**src/hw/rtl/newton_interpolation_engine_unit_defines.svh**
```systemverilog
// assertion macros for the newton interpolation engine
`ifndef NEWTON_INTERPOLATION_ENGINE_UNIT_DEFINES_SVH
`define NEWTON_INTERPOLATION_ENGINE_UNIT_DEFINES_SVH
`ifndef SYNTHESIS
`define NIE_ASSERT(lbl, clk, rst_n, prop) \
	lbl: assert property (@(posedge clk) disable iff (!rst_n) prop) \
		else $error("nie assertion failed");
`define NIE_ASSERT_NEVER(lbl, clk, rst_n, cond) \
	lbl: assert property (@(posedge clk) disable iff (!rst_n) !(cond)) \
		else $error("nie forbidden condition");
`else
`define NIE_ASSERT(lbl, clk, rst_n, prop)
`define NIE_ASSERT_NEVER(lbl, clk, rst_n, cond)
`endif
`endif

```
**src/hw/rtl/nie_ram.sv**
```systemverilog
// generic single-write ram with registered read
module nie_ram #(
	parameter int WIDTH = 32,
	parameter int DEPTH = 16
) (
	input  logic                     clk,
	input  logic                     we,
	input  logic [$clog2(DEPTH)-1:0] waddr,
	input  logic [WIDTH-1:0]         wdata,
	input  logic [$clog2(DEPTH)-1:0] raddr,
	output logic [WIDTH-1:0]         rdata
);
	logic [WIDTH-1:0] mem_q [DEPTH];

	always_ff @(posedge clk) begin
		if (we) begin
			mem_q[waddr] <= wdata;
		end
		rdata <= mem_q[raddr];
	end
endmodule

```
**config.mk**
```make
export PLATFORM = sky130hd
export DESIGN_NAME = nie_ram
export DESIGN_NICKNAME = d
export VERILOG_FILES = /design/src/hw/rtl/newton_interpolation_engine_unit_defines.svh /design/src/hw/rtl/nie_ram.sv
export SDC_FILE = /design/constraint.sdc
export NUM_CORES = 1
export LEC_CHECK = 0
export ABC_AREA = 1
export BUFFER_PORTS_ARGS = -buffer_cell sky130_fd_sc_hd__buf_2
export CORE_UTILIZATION = 30
export CTS_CLUSTER_DIAMETER = 80
export DETAILED_ROUTE_END_ITERATION = 8
export PLACE_DENSITY = 0.47
export SYNTH_ARGS = -nofsm -noshare
export SYNTH_HDL_FRONTEND = slang
export SYNTH_SLANG_ARGS = --single-unit
```
**constraint.sdc**
```tcl
create_clock -name clk -period 5.9 [get_ports clk]
set_input_delay 0.59 -clock clk [delete_from_list [all_inputs] [get_ports clk]]
set_output_delay 0.59 -clock clk [all_outputs]
set_load 0.01 [all_outputs]
```
==> run_results.csv <==
group,metric,value,unit
detailed_routing,avgRoutedWirePerCell,18.34,um
setup_path,timing.rr.end,"rdata[4]",
logic_synthesis,library_cells_used_by_synthesis,15,
logic_synthesis,async_flop_share,0,%
grt,grt_pass1_wl,87.49,mm
die,dieArea,0.07687,mm2
detailed_routing,first_iter_violations,992,
clocking,tritoncts.num_buffers,57,
clocking,tritoncts,"built",
die,die-width,277.3,um
sta,report.final.setup_viol,0,
die,initial_core_util,30.43,%
clocking,cts_root_buf,"sky130_fd_sc_hd__clkbuf_16",
logic_synthesis,yosys_register_bits,544,
run_status,outcome,"finished, final reports clean",
clocking,cts.hold.buffers_added,0,
detailed_routing,first_pass_iters,6,
min_path,worst_min_path_start,"wdata[18]",
logic_synthesis,syn-instance-count,2120,
setup_path,setup.reg_to_reg.worst_slack,4840,ps
logic_synthesis,synth_largest_type_area_fraction,67.64,%
detailed_routing,route.antenna.remaining_nets,0,
detailed_routing,finalWirelength,58.50,mm
logic_synthesis,synth_net_count,2162,
logic_synthesis,xor_xnor_cell_area_share_of_the_yosys_netlist,0,%
sta,post-route-period-util,42.82,%
layout,fraction_of_final_layout_cells_sized_beyond_drive_strength_1,9.193,%
min_path,hold-path-endpoint,"mem_q[13][18]",
setup_path,crit_fanout,132,
placement,postPlaceCellArea,0.02396,mm2
logic_synthesis,most_used_flip_flop_cell_after_synthesis,"sky130_fd_sc_hd__edfxtp_1",
power,p_leak,10.87,nW
logic_synthesis,leading_cell_types_by_count_after_synthesis,"sky130_fd_sc_hd__nand2_1 (677), sky130_fd_sc_hd__edfxtp_1 (512), sky130_fd_sc_hd__inv_1 (388), sky130_fd_sc_hd__nand3_1 (385), sky130_fd_sc_hd__buf_2 (41)",
sta,final_max_slew_viol_count,0,
placement,dp_hpwl,28.65,mm
logic_synthesis,post_synth_mux_area_share,0,%
placement,routabilityCongestion,0.7363,
detailed_routing,drc,0,
logic_synthesis,post_synth_edffs,512,
logic_synthesis,synth.largest_area_cell,"sky130_fd_sc_hd__edfxtp_1",
clocking,cts.sink_count,544,
layout,finish.utilization,34.76,%
logic_synthesis,avgSynthCellArea,10.72,um2
setup_path,worstSetupEndpointType,"register",
sta,worst_clock_skew,15.14,ps
grt,grt_max_degree,133,
clocking,postCtsSetupBuffers,0,
logic_synthesis,synth_adder_area_share,0,%
logic_synthesis,biggest_area_contributors_in_the_synthesized_netlist,"sky130_fd_sc_hd__edfxtp_1 (68%), sky130_fd_sc_hd__nand2_1 (11%), sky130_fd_sc_hd__nand3_1 (8.5%)",
logic_synthesis,most_repeated_cell_in_the_gate_level_netlist_after_synthesis,"sky130_fd_sc_hd__nand2_1",
power,ir_worst_vdd,0.2039,mV
logic_synthesis,yosys_warnings,0,
placement,buffers_added_on_ports,73,
sta,min_period,2526,ps
setup_path,reg2regPathDepth,6,
detailed_routing,via_count,14350,
die,core_area,0.07470,mm2
setup_path,startpoint_of_the_worst_register_to_register_path,"mem_q[1][4]",
detailed_routing,vias_per_cell,4.498,
power,power_per_cell_area,333.5,mW/mm2
die,number_of_cell_rows,100,
grt,number_of_global_route_vias_before_repair,13737,
logic_synthesis,combinational_family_with_the_most_area_after_synthesis,"simple AND/OR/NAND/NOR gates",
layout,finish.net_count,2215,
sta,timing.fmax,0.3958,GHz
logic_synthesis,synth-seq-area-share,70.46,%
min_path,holdCritPathClass,"input port to register",
sta,finalHoldViolations,0,
clocking,htree_levels,2,
min_path,min_delay_path_depth,1,
power,design_power_total,0.008658,W
clocking,clk-insertion-delay-late,610,ps
setup_path,critical_path_required,6390,ps
clocking,cts_max_path_buffers,3,
layout,filler_cell_count,7347,
logic_synthesis,synth_compound_gate_area_share,0,%
setup_path,worstSetupStartpointType,"input port",
sta,rsz0062_at_grt,"false",
setup_path,worstSetupPathType,"input port to register",
grt,globalRouteTotalUtil,15.22,%
layout,layout.cell_area.non_filler,0.02596,mm2
clocking,post_cts_resized,0,
flow_run,max_cap_violations,0,
die,io-pin-count,74,
sta,maxSlewHeadroom,24.22,%
layout,flow.area_growth_from_synthesis,14.22,%
sta,setup_total_negative_slack,0,ps
grt,initial_antenna_violation_count,5,
logic_synthesis,synth_simple_gate_area_share,20.00,%
sta,timing_worst_slew_pin_value,1135,ps
die,die_height,277.3,um
setup_path,critPathArrivalTime,3010,ps
clocking,clk_pin_slew,60,ps
logic_synthesis,netlist_area,0.02273,mm2
grt,global_route.overflow_total,0,
## critical path: stages
cell                       delay, ps
sky130_fd_sc_hd__clkbuf_8        630
sky130_fd_sc_hd__clkinv_8        670
sky130_fd_sc_hd__buf_12          500
sky130_fd_sc_hd__nand2_1         130
sky130_fd_sc_hd__nand2_1          60
sky130_fd_sc_hd__nand2_1          50
sky130_fd_sc_hd__nand3_1          80
sky130_fd_sc_hd__nand3_1         110
sky130_fd_sc_hd__nand2_1          70
## through the flow
| stage | instances | hold WS (ps) | worst slack, ps |
|---|---|---|---|
| finish | 3190 | 362.1 | 3374 |
| floorplan | 2120 | 607.4 | 3317 |
| global route | 3189 | 336.9 | 3140 |
| CTS | 3188 | 328.2 | 3342 |
| global placement | 3083 | 627.1 | 2729 |
| detailed placement | 3083 | 630.9 | 2697 |
## where the power goes
group,leakage (nW),switching (W),internal (W),total (W)
Combinational,5.00,0.000358,0.000132,0.000490
Clock,0.973,0.00147,0.00235,0.00382
Sequential,4.90,0.0000279,0.00432,0.00435
## state kept, by name, indices dropped and copies added, names as in the netlist
register  count
mem_q       512
rdata        32
## per-layer routing
metal  vias up  track usage (%)  part of all wire (%)
met5         -                0                 0.032
met4         4            3.860                   2.2
met3        90            2.636                   5.1
met2       317            25.01                    47
met1      6991            20.77                    46
li1       6948                -                     -
## logic make-up after synthesis
logic type	count (synthesis)
flops	544
buf+inv	495
simple gates	1081
## layout by cell type, fill, tap and decap left out
cell	n
sky130_fd_sc_hd__buf_12	1
sky130_fd_sc_hd__buf_2	70
sky130_fd_sc_hd__buf_4	27
sky130_fd_sc_hd__bufinv_16	11
sky130_fd_sc_hd__clkbuf_1	17
sky130_fd_sc_hd__clkbuf_16	58
sky130_fd_sc_hd__clkbuf_8	6
sky130_fd_sc_hd__clkinv_1	3
sky130_fd_sc_hd__clkinv_2	8
sky130_fd_sc_hd__clkinv_4	1
sky130_fd_sc_hd__clkinv_8	2
sky130_fd_sc_hd__clkinvlp_4	1
sky130_fd_sc_hd__dfxtp_1	32
sky130_fd_sc_hd__diode_2	2
sky130_fd_sc_hd__edfxtp_1	512
sky130_fd_sc_hd__inv_1	386
sky130_fd_sc_hd__inv_2	2
sky130_fd_sc_hd__inv_4	1
sky130_fd_sc_hd__nand2_1	677
sky130_fd_sc_hd__nand3_1	385
sky130_fd_sc_hd__nand3b_1	2
sky130_fd_sc_hd__nor2_1	1
sky130_fd_sc_hd__nor2_4	16
## layout make-up
type / count / area, um2 / share of cell area (%)
Sequential cell: 544 / 16020 / 61.68
Multi-Input combinational cell: 1081 / 4667 / 17.98
Clock buffer: 80 / 1584 / 6.101
Inverter: 390 / 1479 / 5.696
Tap cell: 969 / 1212 / 4.670
Timing Repair Buffer: 99 / 586.8 / 2.260
Clock inverter: 25 / 414.1 / 1.595
Antenna cell: 2 / 5.005 / 0.01928
## worst max-delay path by stage
stage	startpoint	endpoint	slack, ps	cells past startpoint
floorplan	waddr[2]	mem_q[10][0]	3320	2
global placement	raddr[0]	rdata[10]	2730	9
detailed placement	raddr[0]	rdata[10]	2700	9
CTS	raddr[0]	rdata[10]	3340	9
global route	raddr[0]	rdata[19]	3140	9
finish	raddr[0]	rdata[19]	3370	9
Note: power is estimated with default switching activity, not from simulation.
