===== src/hw/rtl/newton_interpolation_engine_unit_defines.svh =====
// assertion macros for the newton interpolation engine
`ifndef NEWTON_INTERPOLATION_ENGINE_UNIT_DEFINES_SVH
`define NEWTON_INTERPOLATION_ENGINE_UNIT_DEFINES_SVH
`ifndef SYNTHESIS
`define NIE_ASSERT(lbl, clk, rst_n, prop) \
	lbl: assert property (@(posedge clk) disable iff (!rst_n) prop) \
		else $error("nie assertion failed");
`define NIE_ASSERT_NEVER(lbl, clk, rst_n, cond) \
	lbl: assert property (@(posedge clk) disable iff (!rst_n) !(cond)) \
		else $error("nie forbidden condition");
`else
`define NIE_ASSERT(lbl, clk, rst_n, prop)
`define NIE_ASSERT_NEVER(lbl, clk, rst_n, cond)
`endif
`endif


===== src/hw/rtl/nie_pkg.sv =====
// types, codes and helpers shared by the newton interpolation engine
package nie_pkg;

	localparam logic [1:0] CMD_CLEAR = 2'd0;
	localparam logic [1:0] CMD_ADD   = 2'd1;
	localparam logic [1:0] CMD_EVAL  = 2'd2;

	localparam logic [2:0] ST_OK     = 3'd0;
	localparam logic [2:0] ST_FULL   = 3'd1;
	localparam logic [2:0] ST_EMPTY  = 3'd2;
	localparam logic [2:0] ST_REPEAT = 3'd3;
	localparam logic [2:0] ST_SAT    = 3'd4;

	localparam logic signed [63:0] WIDE_MAX = 64'sh3FFF_FFFF_FFFF_FFFF;

	typedef struct packed {
		logic [1:0]         cmd;
		logic signed [31:0] point_x;
		logic signed [31:0] node_value;
	} in_t;

	typedef struct packed {
		logic signed [31:0] result_value;
		logic [2:0]         status;
	} out_t;

	typedef struct packed {
		logic               done;
		logic               sat;
		logic signed [63:0] value;
	} mul_rsp_t;

	typedef struct packed {
		logic               done;
		logic               sat;
		logic signed [31:0] value;
	} div_rsp_t;

	typedef struct packed {
		logic               sat;
		logic signed [63:0] value;
	} wide_t;

	typedef enum logic [3:0] {
		S_IDLE, S_DEN_RD, S_DEN_GO, S_DEN_WT, S_EV_RD, S_EV_CGO, S_EV_CWT,
		S_EV_PGO, S_EV_PWT, S_POST, S_DIV_GO, S_DIV_WT, S_FIN
	} state_t;

	function automatic wide_t wide_clamp(input logic signed [63:0] v);
		wide_t r;
		r.sat = 1'b0;
		r.value = v;
		if (v > WIDE_MAX) begin
			r.sat = 1'b1;
			r.value = WIDE_MAX;
		end else if (v < -WIDE_MAX) begin
			r.sat = 1'b1;
			r.value = -WIDE_MAX;
		end
		return r;
	endfunction

endpackage


===== src/hw/rtl/nie_mul.sv =====
// iterative fixed-point multiplier: four 32x32 partial products, saturating
module nie_mul #(
	parameter int FRAC_BITS = 16
) (
	input  logic               clk,
	input  logic               arst_n,
	input  logic               start,
	input  logic signed [63:0] a,
	input  logic signed [63:0] b,
	output nie_pkg::mul_rsp_t  rsp
);
	import nie_pkg::*;

	logic               busy_q;
	logic [2:0]         step_q;
	logic [63:0]        ua_q, ub_q;
	logic               neg_q;
	logic [63:0]        pp_q;
	logic [1:0]         sh_q;
	logic [127:0]       acc_q;
	logic [31:0]        ma, mb;
	logic [63:0]        pp_c;
	logic [127:0]       full;
	logic               sat_c;
	logic [63:0]        mag_c;
	logic               done_q;
	logic               rsat_q;
	logic signed [63:0] rval_q;

	assign ma = step_q[0] ? ua_q[63:32] : ua_q[31:0];
	assign mb = step_q[1] ? ub_q[63:32] : ub_q[31:0];
	assign pp_c = ma * mb;

	assign full = acc_q >> FRAC_BITS;
	assign sat_c = |full[127:62];
	assign mag_c = sat_c ? WIDE_MAX : {2'b00, full[61:0]};

	always_ff @(posedge clk or negedge arst_n) begin
		if (!arst_n) begin
			busy_q <= 1'b0;
			done_q <= 1'b0;
		end else begin
			done_q <= busy_q && (step_q == 3'd5);
			if (start) begin
				busy_q <= 1'b1;
			end else if (busy_q && step_q == 3'd5) begin
				busy_q <= 1'b0;
			end
		end
	end

	always_ff @(posedge clk) begin
		if (start) begin
			step_q <= 3'd0;
			ua_q <= a[63] ? 64'(-a) : 64'(a);
			ub_q <= b[63] ? 64'(-b) : 64'(b);
			neg_q <= a[63] ^ b[63];
			acc_q <= '0;
		end else if (busy_q) begin
			step_q <= step_q + 3'd1;
			if (step_q < 3'd4) begin
				pp_q <= pp_c;
				sh_q <= {1'b0, step_q[0]} + {1'b0, step_q[1]};
			end
			if (step_q >= 3'd1 && step_q <= 3'd4) begin
				acc_q <= acc_q + ({64'b0, pp_q} << {sh_q, 5'b0});
			end
			if (step_q == 3'd5) begin
				rsat_q <= sat_c;
				rval_q <= neg_q ? -$signed(mag_c) : $signed(mag_c);
			end
		end
	end

	assign rsp = '{done: done_q, sat: rsat_q, value: rval_q};
endmodule


===== config.mk =====
export PLATFORM = sky130hd
export DESIGN_NAME = nie_mul
export DESIGN_NICKNAME = d
export VERILOG_FILES = /design/src/hw/rtl/newton_interpolation_engine_unit_defines.svh /design/src/hw/rtl/nie_pkg.sv /design/src/hw/rtl/nie_mul.sv
export SDC_FILE = /design/constraint.sdc
export NUM_CORES = 2
export LEC_CHECK = 0
export ABC_AREA = 1
export BUFFER_PORTS_ARGS = -buffer_cell sky130_fd_sc_hd__clkbuf_2
export CAP_MARGIN = 15
export CORE_ASPECT_RATIO = 1.1
export CORE_UTILIZATION = 45
export CTS_CLUSTER_SIZE = 28
export DETAILED_ROUTE_END_ITERATION = 16
export PLACE_DENSITY = 0.62
export RECOVER_POWER = 100
export SLEW_MARGIN = 20
export SYNTH_ARGS = -nofsm -noshare
export SYNTH_HDL_FRONTEND = slang
export SYNTH_SLANG_ARGS = --single-unit

===== constraint.sdc =====
create_clock -name clk -period 11 [get_ports clk]
set_clock_uncertainty 0.15 [all_clocks]
set_input_delay 2.2 -clock clk [delete_from_list [all_inputs] [get_ports clk]]
set_output_delay 2.2 -clock clk [all_outputs]
set_load 0.03 [all_outputs]

==> results.md <==
- Initial antenna violation count: 4
- Post-Route WL: 280 mm
- FF-to-FF Start: step_q[0]
- Top post-synthesis cells by area: fa_1 (27%), edfxtp_1 (12%), inv_1 (11%)
- Synthesis-to-layout area growth: 6.97%
- Mapped Avg Cell Area: 7.14 sq um
- Gpl congestion: 1.08
- Highest routing layer actually used: met5
- Routed via count: 61748
- GRT overflow: 0
- Number of synthesized flops with an enable pin: 260
- Final Setup Violations: 0
- Layout cell share with drive strength beyond 1: 0.0460
- Mapped Area: 65900 sq um
- Synth Flop Type: edfxtp_1
- Chip Width: 367 um
- Starting DRC count in detailed routing: 5074
- Setup Buffers After CTS: 0
- Post-DP HPWL: 238 mm
- Worst-margin pin slew: 5670 ps
- WHS Path Cells: 2
- Min-delay src: acc_q[0]
- Max Clk Rate: 106 MHz
- Vias in the first global route: 63796
- Status: finished with violations
- # rows: 146
- CTS clock-pin slew for the worst setup and hold paths: 60 ps
- WHS Endpoint: acc_q[0]
- Final hold violations: 0
- Most numerous cell in the Yosys netlist: inv_1
- Post-layout net count: 10715
- Vias per inst: 5.49
- Slew Limit Fails: 492
- Register area share after synthesis: 0.159
- Die Y: 403 um
- Metal1 wirelength: 98.1 mm
- Worst Setup Path Type: reg2reg
- Starting Density: 0.455
- CP endpoint kind: flop
- I/O Buffers: 196
- WL/cell: 24.9 um
- Skew-Pair Late Insertion Delay: 700 ps
- Io pins: 197
- Async SR Flop Fraction: 0.00509
- Max Root-Sink Buffers: 3
- Area of the core: 145000 sq um
- Number of library cell types mapped by synthesis: 53
- Post-synth top area share: 0.273
- TritonRoute pass-1 iters: 8
- Largest net degree at the start of global routing: 98
- Tcrit/Tclk final: 0.860
- Mapped Cells: 9220
- Startpoint Class: flop
- RSZ-0062 raised after global routing: false
- Min Tclk post-route: 9460 ps
- Failing checks: max-capacitance violations, max-slew violations
- Design Area, Final: 70500 sq um
- Crit Path Max Fanout: 25
- Yosys top cell by area: fa_1
- Cts repair resizes: 0
- CP required: 11270 ps
- Die area: 148000 sq um
- Hold Crit Class: reg2reg
- Total GRT Usage: 0.377
- First-pass GRT wire length: 407 mm
- Worst rel slew slack: -2.78
- WP data arrival: 9730 ps
- WL met2: 137 mm
- H-tree Lvls: 2
- Fin Setup TNS: 0 ps
- DRC: 0
- Post-route ant nets: 0
- R2r endpoint: pp_q[61]
- Top cells by count, synth: inv_1 (1918), nand2_1 (1787), nor2_1 (1638), fa_1 (897), a21oi_1 (430)
- Metal3 WL: 19.2 mm
- Post-DP Area: 69100 sq um
- Clk sinks: 393
- Cts hold-fix bufs: 0
- Synth warn: 0
- Syn nets: 10644
- Root Buffer Master: clkbuf_16
- Reg2Reg Depth: 27
- CTS tree: yes
- Layout Utilization: 0.487
- Max Cap Viol: 13
- Seq cells post-synth: 393
- TritonCTS Buffers: 50
- Reg2reg setup slack: 1540 ps
[critical path, stage by stage, from the launching register on]
cell	delay, ps
dfxtp_1	310
inv_1	540
clkbuf_1	380
or2_2	170
o21ai_0	70
buf_4	280
inv_1	690
nand2_1	200
fa_1	470
inv_1	100
fa_1	430
fa_1	520
inv_1	50
fa_1	480
inv_1	60
fa_1	480
fa_1	560
fa_1	430
fa_1	480
ha_1	400
nand2_1	130
nor2_1	270
nand2_1	250
nor4_1	750
nand3_1	140
nand3_1	180
a21oi_1	90
xor2_1	150
[layer usage]
metal / vias up / global-route usage
met3: 848 / 0.0527
met2: 2870 / 0.661
met5: - / 0
met1: 29878 / 0.411
li1: 28146 / -
met4: 6 / 0.290
[metrics by stage]
stage               setup slack (ps)  std cells  hold slack (ps)
floorplan                       2960       9220              313
global placement                1640      11163              351
detailed placement              1570      11163              375
CTS                             1610      11255              394
global route                    1180      11255              444
finish                          1540      11257              393
[cell type report]
class	count	area, sq um
Antenna cell	2	5.00
Clock inverter	31	330
Sequential cell	393	10500
Fill cell	15092	74200
Clock buffer	61	1310
Tap cell	1924	2410
Multi-Input combinational cell	6605	47000
Timing Repair Buffer	295	1600
Inverter	1946	7310
[worst max-delay path by stage]
| stage | from | endpoint | slack, ps | depth (start not counted) |
|---|---|---|---|---|
| after floorplan | start | pp_q[0] | 2960 | 4 |
| after global placement | step_q[0] | pp_q[61] | 1640 | 26 |
| after detailed placement | step_q[0] | pp_q[61] | 1570 | 26 |
| after CTS | step_q[0] | pp_q[61] | 1610 | 26 |
| after global routing | step_q[0] | pp_q[40] | 1180 | 26 |
| final | step_q[0] | pp_q[61] | 1540 | 27 |
[placed cells by master (no fill, tap or decap), types with 83 or more instances in the layout]
cell type,count
xor2_1,202
inv_1,1918
ha_1,396
o21ai_0,414
buf_4,90
nand2_1,1790
fa_1,897
a21oi_1,430
edfxtp_1,260
nand4_1,86
clkbuf_1,89
nor2_1,1651
xnor2_1,83
dfxtp_1,130
clkbuf_2,125
nor3_1,91
nand3_1,279
[flip-flops by register name, summed over array words and instances (netlist names)]
register	count
acc_q	128
pp_q	64
rval_q	64
ua_q	64
ub_q	64
step_q	3
sh_q	2
busy_q	1
done_q	1
neg_q	1
rsat_q	1
[logic make-up (layout without fill, tap and decap cells)]
group	count (synthesis)	after routing	synth area share
simple gates	4021	4021	0.247
buf+inv	2222	2333	0.128
fa+ha+maj	1293	1293	0.348
compound gates	1006	1006	0.0801
flops	393	393	0.159
xor+xnor	285	285	0.0379
other cells	0	2	0
Power is not shown: default switching activity piles up to over one toggle a cycle in this logic, so the estimate is an artifact.
