<file path="config.mk">
export PLATFORM = sky130hd
export DESIGN_NAME = nie_div
export DESIGN_NICKNAME = d
export VERILOG_FILES = /design/src/hw/rtl/newton_interpolation_engine_unit_defines.svh /design/src/hw/rtl/nie_pkg.sv /design/src/hw/rtl/nie_div.sv
export SDC_FILE = /design/constraint.sdc
export NUM_CORES = 1
export LEC_CHECK = 0
export BUFFER_PORTS_ARGS = -buffer_cell sky130_fd_sc_hd__buf_2
export CAP_MARGIN = 20
export CORE_MARGIN = 4
export CORE_UTILIZATION = 30
export CTS_BUF_LIST = sky130_fd_sc_hd__clkbuf_16
export CTS_CLUSTER_DIAMETER = 50
export DETAILED_ROUTE_END_ITERATION = 10
export GPL_TIMING_DRIVEN = 0
export PLACE_DENSITY = 0.47
export RECOVER_POWER = 25
export SYNTH_ARGS = -nofsm -noshare
export SYNTH_HDL_FRONTEND = slang
export SYNTH_SLANG_ARGS = --single-unit
</file>
<file path="constraint.sdc">
create_clock -name clk -period 4.8 [get_ports clk]
set_input_delay 0.48 -clock clk [delete_from_list [all_inputs] [get_ports clk]]
set_output_delay 0.48 -clock clk [all_outputs]
set_load 0.05 [all_outputs]
</file>
<file path="src/hw/rtl/newton_interpolation_engine_unit_defines.svh">
// assertion macros for the newton interpolation engine
`ifndef NEWTON_INTERPOLATION_ENGINE_UNIT_DEFINES_SVH
`define NEWTON_INTERPOLATION_ENGINE_UNIT_DEFINES_SVH
`ifndef SYNTHESIS
`define NIE_ASSERT(lbl, clk, rst_n, prop) \
	lbl: assert property (@(posedge clk) disable iff (!rst_n) prop) \
		else $error("nie assertion failed");
`define NIE_ASSERT_NEVER(lbl, clk, rst_n, cond) \
	lbl: assert property (@(posedge clk) disable iff (!rst_n) !(cond)) \
		else $error("nie forbidden condition");
`else
`define NIE_ASSERT(lbl, clk, rst_n, prop)
`define NIE_ASSERT_NEVER(lbl, clk, rst_n, cond)
`endif
`endif

</file>
<file path="src/hw/rtl/nie_pkg.sv">
// types, codes and helpers shared by the newton interpolation engine
package nie_pkg;

	localparam logic [1:0] CMD_CLEAR = 2'd0;
	localparam logic [1:0] CMD_ADD   = 2'd1;
	localparam logic [1:0] CMD_EVAL  = 2'd2;

	localparam logic [2:0] ST_OK     = 3'd0;
	localparam logic [2:0] ST_FULL   = 3'd1;
	localparam logic [2:0] ST_EMPTY  = 3'd2;
	localparam logic [2:0] ST_REPEAT = 3'd3;
	localparam logic [2:0] ST_SAT    = 3'd4;

	localparam logic signed [63:0] WIDE_MAX = 64'sh3FFF_FFFF_FFFF_FFFF;

	typedef struct packed {
		logic [1:0]         cmd;
		logic signed [31:0] point_x;
		logic signed [31:0] node_value;
	} in_t;

	typedef struct packed {
		logic signed [31:0] result_value;
		logic [2:0]         status;
	} out_t;

	typedef struct packed {
		logic               done;
		logic               sat;
		logic signed [63:0] value;
	} mul_rsp_t;

	typedef struct packed {
		logic               done;
		logic               sat;
		logic signed [31:0] value;
	} div_rsp_t;

	typedef struct packed {
		logic               sat;
		logic signed [63:0] value;
	} wide_t;

	typedef enum logic [3:0] {
		S_IDLE, S_DEN_RD, S_DEN_GO, S_DEN_WT, S_EV_RD, S_EV_CGO, S_EV_CWT,
		S_EV_PGO, S_EV_PWT, S_POST, S_DIV_GO, S_DIV_WT, S_FIN
	} state_t;

	function automatic wide_t wide_clamp(input logic signed [63:0] v);
		wide_t r;
		r.sat = 1'b0;
		r.value = v;
		if (v > WIDE_MAX) begin
			r.sat = 1'b1;
			r.value = WIDE_MAX;
		end else if (v < -WIDE_MAX) begin
			r.sat = 1'b1;
			r.value = -WIDE_MAX;
		end
		return r;
	endfunction

endpackage

</file>
<file path="src/hw/rtl/nie_div.sv">
// bit-serial restoring divider: sign * floor(|num| * 2^frac / |den|), clamped to 32 bits
module nie_div #(
	parameter int FRAC_BITS = 16
) (
	input  logic               clk,
	input  logic               arst_n,
	input  logic               start,
	input  logic signed [63:0] num,
	input  logic signed [63:0] den,
	output nie_pkg::div_rsp_t  rsp
);
	import nie_pkg::*;

	localparam int NB  = 64 + FRAC_BITS;
	localparam int CNW = $clog2(NB + 1);

	logic               busy_q;
	logic [CNW-1:0]     cnt_q;
	logic [NB-1:0]      sh_q;
	logic [63:0]        ud_q, rem_q;
	logic [32:0]        q_q;
	logic               big_q, neg_q;
	logic [63:0]        rem_n;
	logic               ge;
	logic [32:0]        qn;
	logic               fin;
	logic               done_q;
	logic               rsat_q;
	logic signed [31:0] rval_q;

	assign rem_n = {rem_q[62:0], sh_q[NB-1]};
	assign ge = rem_n >= ud_q;
	assign qn = {q_q[31:0], ge};
	assign fin = busy_q && (cnt_q == CNW'(NB));

	always_ff @(posedge clk or negedge arst_n) begin
		if (!arst_n) begin
			busy_q <= 1'b0;
			done_q <= 1'b0;
		end else begin
			done_q <= fin;
			if (start) begin
				busy_q <= 1'b1;
			end else if (fin) begin
				busy_q <= 1'b0;
			end
		end
	end

	always_ff @(posedge clk) begin
		if (start) begin
			cnt_q <= '0;
			sh_q <= {(num[63] ? 64'(-num) : 64'(num)), {FRAC_BITS{1'b0}}};
			ud_q <= den[63] ? 64'(-den) : 64'(den);
			rem_q <= '0;
			q_q <= '0;
			big_q <= 1'b0;
			neg_q <= num[63] ^ den[63];
		end else if (busy_q && !fin) begin
			cnt_q <= cnt_q + CNW'(1);
			sh_q <= {sh_q[NB-2:0], 1'b0};
			rem_q <= ge ? rem_n - ud_q : rem_n;
			if (!big_q) begin
				q_q <= qn;
				big_q <= qn[32];
			end
		end else if (fin) begin
			if (neg_q) begin
				if (big_q || q_q > 33'h0_8000_0000) begin
					rsat_q <= 1'b1;
					rval_q <= 32'sh8000_0000;
				end else begin
					rsat_q <= 1'b0;
					rval_q <= -$signed(q_q[31:0]);
				end
			end else begin
				if (big_q || q_q > 33'h0_7FFF_FFFF) begin
					rsat_q <= 1'b1;
					rval_q <= 32'sh7FFF_FFFF;
				end else begin
					rsat_q <= 1'b0;
					rval_q <= $signed(q_q[31:0]);
				end
			end
		end
	end

	assign rsp = '{done: done_q, sat: rsat_q, value: rval_q};
endmodule

</file>
==> qor.yml, run 1 <==
critical_path:
  crit_arrival_ns: 4.92
  crit_path_top_delay_cell: "clkdlybuf4s15_2"
  cp_max_fo: 10
  cp_cell_sequence: "inv_1, ha_1, fa_1, nor2b_1, o21bai_1, a211oi_1, nor2_1, a211oi_1, nor4_4, nor2_2, clkbuf_2, clkdlybuf4s15_2, nand4b_1, o311ai_0, a21oi_1"
  max_stage_delay_ns: 0.56
  r2r_start: "sh_q[79]"
  critPathBufInv: 3
  worstSetupStartpointType: "flop"
  criticalPathCategory: "reg -> reg"
  critPathTopFamily: "compound AO/OA/AOI/OAI gates"
  cp.required_ns: 5.20
  crit_start: "sh_q[79]"
  crit_top_cell: "a211oi_1"
  cp-end-kind: "flop"
sta:
  rsz0062_at_grt: "false"
  hold_violations: 0
  period_share: 0.942
  finClkSkew_ns: 0.0297
  setup_viol: 0
  max_slew.worst_pin.slew_ns: 1.08
  slew_viol_final: 0
  finalCriticalPeriod_ns: 4.52
  worst_slack_ns: 0.276
  fin_tns_setup_ns: 0
  max-slew-margin-rel: 0.274
  max_freq_ghz: 0.221
  whs_ns: 0.155
synth:
  synth-edff-count: 162
  synth-xor-area-share: 0.0849
  synthMuxAreaShare: 0.0306
  ys.flop_type: "edfxtp_1"
  synth_adder_area_share: 0.0499
  yosysMostFrequentCell: "a21oi_1"
  ys_ff_latch: 268
  synth.top_cell.area_share: 0.271
  synth_cells: 2049
  synth_nets: 2251
  ys.warnings.count: 0
  synth_largest_area_cell: "edfxtp_1"
  syn_area_mm2: 0.0179
  synth.area.top_cells: "edfxtp_1 27%, dfxtp_1 12%, a21oi_1 6.1%"
  synthSimpleGateAreaFrac: 0.176
  seq_area_frac_synth: 0.390
  synth_compound_area_frac: 0.219
  synthTopCellsByCount: "218 x a21oi_1, 205 x nand2_1, 162 x edfxtp_1"
  ys_types: 85
  async_flop_share: 0.00746
  syn_avg_cell_area_um2: 8.76
  synth_top_family_by_area: "compound AO/OA/AOI/OAI gates"
cells_and_area:
  fin_nets: 2462
  layout-drive-gt1-share: 0.117
  instances_no_fill: 3070
  final_core_util: 0.359
  finalInstanceArea_mm2: 0.0212
  syn_to_final_growth_pct: 18.2
clocking:
  cts_inserted_buffers: 44
  cts_setup_buffers: 0
  clockBufferDepth: 3
  clkSlewWorstSetupHoldPaths_ns: 0.05
  clkLatencyLatePin_ns: 0.59
  clkSinkCount: 268
  htree_levels: 2
  cts_root_buf: "clkbuf_16"
  cts_tree: "built"
floorplanning:
  initial_core_util: 0.303
  num_io_pins: 165
  fp.dieH_um: 253
  core_area_mm2: 0.0591
  die_area_mm2: 0.0638
  rows: 89
  chipWidth_um: 253
placement:
  dpl_cell_area_mm2: 0.0197
  place_congestion: 0.914
  dp_slack_ns: -0.256
  hpwl_um: 44100
  post-place-cells: 2986
  portBuffers: 162
detailed_routing:
  via_per_inst: 5.27
  first_pass_iters: 5
  routed.top_layer: "met4"
  drc: 0
  met3_wirelength_um: 2680
  drtIter0Drc: 1044
  routedWlPerCell_um: 19.1
  drt-met1-wl_um: 27500
  route.met2.wl_um: 27200
  vias: 16200
  drt_wl_total_um: 58600
  ant_nets: 0
global_routing:
  grt_usage: 0.178
  grt_pass1_wl_um: 90500
  grt_pass1_vias: 15800
  grt_max_degree: 70
  overflow: 0
  antenna_found_initial: 3
power:
  power.total_mw: 6.63
  leakagePower_nw: 8.13
  ir_drop_v: 0.000248
  p_per_area_mw_per_mm2: 313
flow_run:
  maxCapViolations: 0
min_path:
  min-delay-start: "den[0]"
  holdCritPathClass: "in -> reg"
run_status:
  status: "complete, no violations"
## layer usage
layer / track usage / up-vias
met5: 0 / -
met1: 0.242 / 7799
met2: 0.295 / 351
li1: - / 7959
met4: 0.0466 / 0
met3: 0.0310 / 72
## cells by family after synthesis
logic type	count (synthesis)
buf+inv	234
xor+xnor	174
fa+ha+maj	71
simple gates	626
flops	268
mux	54
compound gates	622
## area by class of cell
cell class	count	area [um^2]
Timing Repair Buffer	165	790
Clock inverter	36	353
Multi-Input combinational cell	1547	10100
Antenna cell	2	5.00
Buffer	130	520
Fill cell	6158	37900
Clock buffer	45	1130
Sequential cell	268	7000
Inverter	104	390
Tap cell	773	967
## registers in the layout, indices dropped and copies added, names as in the netlist
signal and flops:
sh_q 64, cnt_q 7, done_q 1, rsat_q 1
rem_q 63, q_q 33, neg_q 1, rval_q 32
busy_q 1, ud_q 64, big_q 1
## report_power, final
group          leakage [nW]  total [mW]  internal [mW]  switching [mW]
Sequential             2.46        2.64           2.59          0.0423
Clock                 0.740        3.21           1.96            1.25
Combinational          4.94       0.787          0.282           0.506
Total                  8.13        6.63           4.83            1.80
## repair_timing
action                                  in CTS  in global routing
endpoints found under the setup margin      26                 39
gates resized for setup                      5                  7
pin swaps                                    0                  1
hold buffers                                 1                  0
endpoints found under the hold margin        2                  0
## worst paths after layout
kind	cells past startpoint	endpoint	slack, ns
hold reg to reg	2	rem_q[1]	0.49
min in group asynchronous	2	done_q	0.24
max in group asynchronous	2	busy_q	4.41
hold / removal	1	ud_q[0]	0.16
setup reg to reg	15	rem_q[53]	0.28
setup / recovery	15	rem_q[53]	0.28
## cells in the final DEF (no fill, tap or decap), drive strengths merged, types with 9 or more instances in the layout
| cell type | instances |
|---|---|
| o311ai | 23 |
| edfxtp | 162 |
| nand4 | 42 |
| mux2i | 47 |
| o21bai | 17 |
| xor2 | 84 |
| o21ai | 147 |
| clkinv | 10 |
| a21oi | 218 |
| a21o | 44 |
| xnor2 | 90 |
| or2 | 15 |
| inv | 121 |
| o41ai | 18 |
| nor4 | 20 |
| nor2 | 148 |
| nand2 | 206 |
| nand2b | 15 |
| o31ai | 45 |
| buf | 140 |
| clkbuf | 198 |
| and3 | 9 |
| nand3 | 34 |
| nor3 | 33 |
| ha | 70 |
| nor2b | 15 |
| dfxtp | 104 |
| a211oi | 33 |
| or4 | 31 |
| or3 | 26 |
## worst register-to-register path, stage by stage, from the launching register on
cell	delay (ns)
edfxtp_1	0.43
inv_1	0.07
ha_1	0.23
fa_1	0.40
nor2b_1	0.18
o21bai_1	0.12
a211oi_1	0.37
nor2_1	0.13
a211oi_1	0.50
nor4_4	0.18
nor2_2	0.42
clkbuf_2	0.39
clkdlybuf4s15_2	0.56
nand4b_1	0.17
o311ai_0	0.12
a21oi_1	0.09
(Power assumes the default switching activity.)
==> run 2: changes to the inputs <==
--- a/config.mk
+++ b/config.mk
@@ -7,14 +7,14 @@
 export LEC_CHECK = 0
 export BUFFER_PORTS_ARGS = -buffer_cell sky130_fd_sc_hd__buf_2
 export CAP_MARGIN = 20
-export CORE_MARGIN = 4
+export CORE_MARGIN = 1.5
 export CORE_UTILIZATION = 30
 export CTS_BUF_LIST = sky130_fd_sc_hd__clkbuf_16
 export CTS_CLUSTER_DIAMETER = 50
 export DETAILED_ROUTE_END_ITERATION = 10
 export GPL_TIMING_DRIVEN = 0
 export PLACE_DENSITY = 0.47
-export RECOVER_POWER = 25
+export RECOVER_POWER = 100
 export SYNTH_ARGS = -nofsm -noshare
 export SYNTH_HDL_FRONTEND = slang
 export SYNTH_SLANG_ARGS = --single-unit
==> run 2 against run 1 <==
  * The run now ends with max-capacitance violations, max-slew violations left
  * Die area fell by 3.9%
  * Critical endpoint is now rem_q[52]
  * Sequential power barely moved
  * Clock skew fell by 0.0078 ns
  * Setup slack got worse by 0.087 ns
  * Final area fell by 0.45%
  * Register-to-register slack got worse by 0.09 ns
  * Total power fell by 0.50%
  * Routed wire length fell by 0.99%
  * Flip-flop and latch count did not move
  * Clock power barely moved
  * Maximum frequency fell by 1.9%
  * Via count rose by 0.12%
  * Critical path type unchanged
==> qor.yml, run 2 (synthesized netlist as in run 1, its figures left out) <==
run_status:
  status: "finished, violations left"
  violations: "max-capacitance violations, max-slew violations"
critical_path:
  r2r_start: "sh_q[79]"
  r2r_setup_slack_ns: 0.19
  critPathTopFamily: "compound AO/OA/AOI/OAI gates"
  crit_start: "sh_q[79]"
  cp-end-kind: "flop"
  cp_max_fo: 6
  max_stage_delay_ns: 0.82
  crit_arrival_ns: 5.09
  crit_path_top_delay_cell: "o21ai_0"
  cp_cell_sequence: "inv_1, ha_1, fa_1, nor2b_1, o21bai_1, a211oi_1, o2111ai_1, a21boi_0, o21ai_1, o21ai_0, a311oi_1, a41o_1, a221oi_1"
  cp.required_ns: 5.28
  criticalPathCategory: "reg -> reg"
  worstSetupStartpointType: "flop"
  critPathBufInv: 1
sta:
  max-slew-margin-rel: -0.0528
  max_slew.worst_pin.slew_ns: 1.58
  rsz0062_at_grt: "false"
  period_share: 0.961
  setup_viol: 0
  max_freq_ghz: 0.217
  worst_slack_ns: 0.189
  finalCriticalPeriod_ns: 4.61
  hold_violations: 0
  fin_tns_setup_ns: 0
  slew_viol_final: 35
  finClkSkew_ns: 0.0219
  whs_ns: 0.159
detailed_routing:
  via_per_inst: 5.27
  drc: 0
  drt_wl_total_um: 58000
  first_pass_iters: 5
  vias: 16200
  routedWlPerCell_um: 18.9
  drtIter0Drc: 1077
  ant_nets: 0
global_routing:
  use_met3: 0.0266
  grt_usage: 0.189
  grt-busiest-layer: "met2"
  grt_pass1_vias: 15600
  grt_max_degree: 70
  globalRouteMet1Util: 0.256
  use_met2: 0.306
  overflow: 0
  grt_pass1_wl_um: 90000
  antenna_found_initial: 5
power:
  leakagePower_nw: 8.04
  p_per_area_mw_per_mm2: 313
  ir_drop_v: 0.000247
  p_sw_mw: 1.81
  p_seq_frac: 0.400
  internal-power_mw: 4.79
  pwr-share-clk: 0.482
  combPwrFrac: 0.118
  sw_frac_of_total: 0.274
placement:
  place_congestion: 0.920
  portBuffers: 162
  dp_slack_ns: -0.247
  hpwl_um: 43600
clocking:
  clockBufferDepth: 3
  htree_levels: 2
  clkSlewWorstSetupHoldPaths_ns: 0.05
  cts_root_buf: "clkbuf_16"
  cts_setup_buffers: 0
  clkSinkCount: 268
  clkLatencyLatePin_ns: 0.59
  cts_tree: "built"
  cts_inserted_buffers: 44
floorplanning:
  chipWidth_um: 248
  rows: 89
  core_area_mm2: 0.0590
  num_io_pins: 165
  die_area_mm2: 0.0613
  fp.dieH_um: 248
  initial_core_util: 0.304
min_path:
  min-delay-start: "den[0]"
  holdCritPathClass: "in -> reg"
cells_and_area:
  layout-drive-gt1-share: 0.108
  reg_top3: "sh_q x64, ud_q x64, rem_q x63"
  mostFrequentLayoutCells: "218 x a21oi_1, 204 x nand2_1, 162 x edfxtp_1"
  fin_nets: 2463
  syn_to_final_growth_pct: 17.6
  final_core_util: 0.358
  final_common_cell: "a21oi_1"
flow_run:
  maxCapViolations: 2
-- run 2: worst reg2reg max path, stage by stage, from the launching register on --
cell	delay, ns
edfxtp_1	0.43
inv_1	0.07
ha_1	0.23
fa_1	0.41
nor2b_1	0.19
o21bai_1	0.13
a211oi_1	0.40
o2111ai_1	0.31
a21boi_0	0.40
o21ai_1	0.34
o21ai_0	0.82
a311oi_1	0.23
a41o_1	0.27
a221oi_1	0.29
-- run 2: final cells by class --
| type | instances | area [um^2] |
|---|---|---|
| diodes | 2 | 5.00 |
| plain buffers | 130 | 513 |
| clock buffers | 45 | 1130 |
| clock inverters | 37 | 347 |
| fillers | 6232 | 37900 |
| inverters | 104 | 390 |
| multi-input cells | 1547 | 9980 |
| flip-flops and latches | 268 | 7000 |
| well taps | 773 | 967 |
| repair buffers | 166 | 785 |
-- run 2: metal layers --
metal / part of all wire / routed length (um)
met5: 0.00078 / 45
met1: 0.47 / 27200
met2: 0.46 / 26700
met3: 0.042 / 2440
met4: 0.027 / 1550
-- run 2: metrics by stage --
| step | instance area [um^2] | instances | power [mW] |
|---|---|---|---|
| 2_1_floorplan | 17900 | 2049 | 3.17 |
| 3_3_place_gp | 19700 | 2984 | 3.47 |
| 3_5_place_dp | 19700 | 2986 | 3.47 |
| 4_1_cts | 21300 | 3069 | 6.71 |
| 5_1_grt | 21100 | 3072 | 6.89 |
| 6_report | 21100 | 3072 | 6.60 |
-- run 2: final timing paths --
check / to / cells past startpoint
worst min-delay path: ud_q[0] / 1
max in group asynchronous: done_q / 2
worst min register to register: q_q[32] / 2
worst max register to register: rem_q[52] / 13
min in group asynchronous: busy_q / 2
worst max-delay path: rem_q[52] / 13
-- run 2: power groups by stage --
stage | clock [mW] | combinational [mW] | sequential [mW]
global route | 3.37 | 0.871 | 2.65
CTS | 3.27 | 0.793 | 2.64
finish | 3.18 | 0.778 | 2.64
floorplan | 0 | 0.499 | 2.67
global placement | 0 | 0.782 | 2.68
detailed placement | 0 | 0.788 | 2.69
-- run 2: repair_timing --
| action | CTS | global route |
|---|---|---|
| resized for setup | 6 | 4 |
| endpoints found under the hold margin | 2 | 0 |
| pin swaps | 0 | 1 |
| hold buffers | 1 | 0 |
| endpoints found under the setup margin | 27 | 35 |
==> run 3: changes to the inputs <==
--- a/config.mk
+++ b/config.mk
@@ -15,6 +15,7 @@
 export GPL_TIMING_DRIVEN = 0
 export PLACE_DENSITY = 0.47
 export RECOVER_POWER = 100
+export REMOVE_ABC_BUFFERS = 1
 export SYNTH_ARGS = -nofsm -noshare
 export SYNTH_HDL_FRONTEND = slang
 export SYNTH_SLANG_ARGS = --single-unit
==> run 3 against run 2 <==
  * The flow still finishes with violations (max-capacitance violations, max-slew violations)
  * Final cell count is 3.6% lower
  * Sequential share of layout area rose by 0.22 points
  * Maximum frequency is 2.7% higher
  * Critical path type unchanged
  * Highest routed layer unchanged
==> qor.yml, run 3 (synthesized netlist as in run 1, its figures left out) <==
placement:
  portBuffers: 164
  dpl_cell_area_mm2: 0.0195
  dp_slack_ns: -0.728
  hpwl_um: 35400
  place_congestion: 0.881
sta:
  finalCriticalPeriod_ns: 4.49
  max-slew-margin-rel: -0.489
  fin_tns_setup_ns: 0
  hold_violations: 0
  finClkSkew_ns: 0.0276
  period_share: 0.936
  slew_viol_final: 228
  setup_viol: 0
  worst_slack_ns: 0.309
  max_freq_ghz: 0.223
  max_slew.worst_pin.slew_ns: 2.23
global_routing:
  use_met2: 0.264
  grt_usage: 0.160
  grt_pass1_vias: 15400
  use_met3: 0.0336
  antenna_found_initial: 12
  overflow: 0
  globalRouteMet1Util: 0.204
  grt_pass1_wl_um: 79300
  grt-busiest-layer: "met2"
  grt_max_degree: 98
floorplanning:
  num_io_pins: 165
  initial_core_util: 0.304
  core_area_mm2: 0.0590
  die_area_mm2: 0.0613
  chipWidth_um: 248
  fp.dieH_um: 248
  rows: 89
run_status:
  violations: "max-capacitance violations, max-slew violations"
  status: "finished, violations left"
clocking:
  clkLatencyLatePin_ns: 0.58
  cts_root_buf: "clkbuf_16"
  clkSinkCount: 268
  cts_tree: "built"
  htree_levels: 2
  clockBufferDepth: 3
  cts_setup_buffers: 0
  cts_inserted_buffers: 46
  clkSlewWorstSetupHoldPaths_ns: 0.05
cells_and_area:
  mostFrequentLayoutCells: "218 x a21oi_1, 203 x nand2_1, 162 x edfxtp_1"
  layout-drive-gt1-share: 0.122
  final_common_cell: "a21oi_1"
  fin_nets: 2350
  syn_to_final_growth_pct: 16.9
  finalInstanceArea_mm2: 0.0210
  reg_top3: "sh_q x64, ud_q x64, rem_q x63"
critical_path:
  r2r_start: "q_q[0]"
  cp-end-kind: "flop"
  max_stage_delay_ns: 0.55
  r2r_setup_slack_ns: 0.31
  crit_arrival_ns: 4.86
  crit_top_cell: "nand2_4"
  cp_max_fo: 21
  crit_path_top_delay_cell: "or4b_4"
  worstSetupStartpointType: "flop"
  crit_start: "q_q[0]"
  r2r_end: "rval_q[9]"
  cp.required_ns: 5.17
  reg2regPathDepth: 12
  cp_cell_sequence: "inv_1, ha_1, or3b_2, nor4b_2, nand3_1, or3_1, or4b_4, o21ai_4, nand2_4, inv_2, nand2_4, o311ai_1"
  criticalPathCategory: "reg -> reg"
detailed_routing:
  drtIter0Drc: 808
  first_pass_iters: 5
  drc: 0
  vias: 15600
  routedWlPerCell_um: 16.7
  ant_nets: 0
  drt_wl_total_um: 49500
  via_per_inst: 5.26
flow_run:
  maxCapViolations: 3
min_path:
  whs_endpoint: "ud_q[62]"
  min-delay-start: "den[62]"
  holdCritPathClass: "in -> reg"
  hold_path_depth: 2
power:
  leakagePower_nw: 8.05
  ir_drop_v: 0.000221
  internal-power_mw: 4.99
  p_sw_mw: 1.77
  combPwrFrac: 0.108
  sw_frac_of_total: 0.262
  p_per_area_mw_per_mm2: 322
  p_seq_frac: 0.391
  pwr-share-clk: 0.500
run 3: changes by cell type in the layout (fill, tap and decap cells not counted), moves of 4 or more:
cell and delta:
inv_6 +4, buf_1 -4, clkinv_1 -4, clkbuf_1 -113, o311ai_0 -18, o311ai_2 +4
o311ai_1 +14
run 3: routing by layer:
metal  routed length, um  vias up
met2               23000      314
met3                2460       96
met1               22500     7380
li1                    -     7767
met4                1420       16
met5                 106        -
run 3: how the worst max path moves through the flow:
stage,to,slack (ns)
final,rval_q[9],0.31
after global routing,rval_q[9],-0.002
after CTS,rval_q[2],-0.05
after detailed placement,rval_q[5],-0.73
after global placement,rem_q[57],-6.93
after floorplan,rem_q[57],-2.25
run 3: cell type report:
class | count | area (um^2)
clock buffer | 46 | 1150
inverter | 104 | 390
sequential | 268 | 7000
tap | 773 | 967
clock inverter | 39 | 429
antenna | 4 | 10.0
multi-input combinational | 1548 | 10000
fill | 6117 | 38100
timing repair buffer | 180 | 977
run 3: worst max-delay path, delay by kind of cell (launching register included):
family | cells | cell delay (ns)
AOI/OAI and AO/OA | 2 | 0.76
adders and majority gates | 1 | 0.21
buffers and inverters | 2 | 0.32
DFF | 1 | 0.40
and+or+nand+nor | 7 | 2.60
run 3: per-stage QoR:
step | hold slack [ns] | util | std cells | total power, mW
global placement | 0.271 | 0.326 | 2856 | 3.42
finish | 0.220 | 0.355 | 2962 | 6.76
CTS | 0.129 | 0.358 | 2954 | 6.87
detailed placement | 0.276 | 0.330 | 2868 | 3.42
global route | 0.196 | 0.355 | 2961 | 7.06
floorplan | 0.184 | - | 1919 | 3.13
run 3: power by group through the flow:
| stage | Clock (mW) | Sequential [mW] | Combinational, mW |
|---|---|---|---|
| after floorplan | 0 | 2.67 | 0.457 |
| after global placement | 0 | 2.69 | 0.731 |
| after detailed placement | 0 | 2.69 | 0.736 |
| after CTS | 3.49 | 2.64 | 0.741 |
| after global routing | 3.58 | 2.66 | 0.824 |
| final | 3.38 | 2.64 | 0.733 |
run 3: timing repair:
action | in CTS | in global routing
resized for setup | 4 | 5
setup endpoints to repair | 21 | 22
cloned | 0 | 1
pin swaps | 0 | 1
hold buffers | 1 | 0
endpoints found under the hold margin | 2 | 0
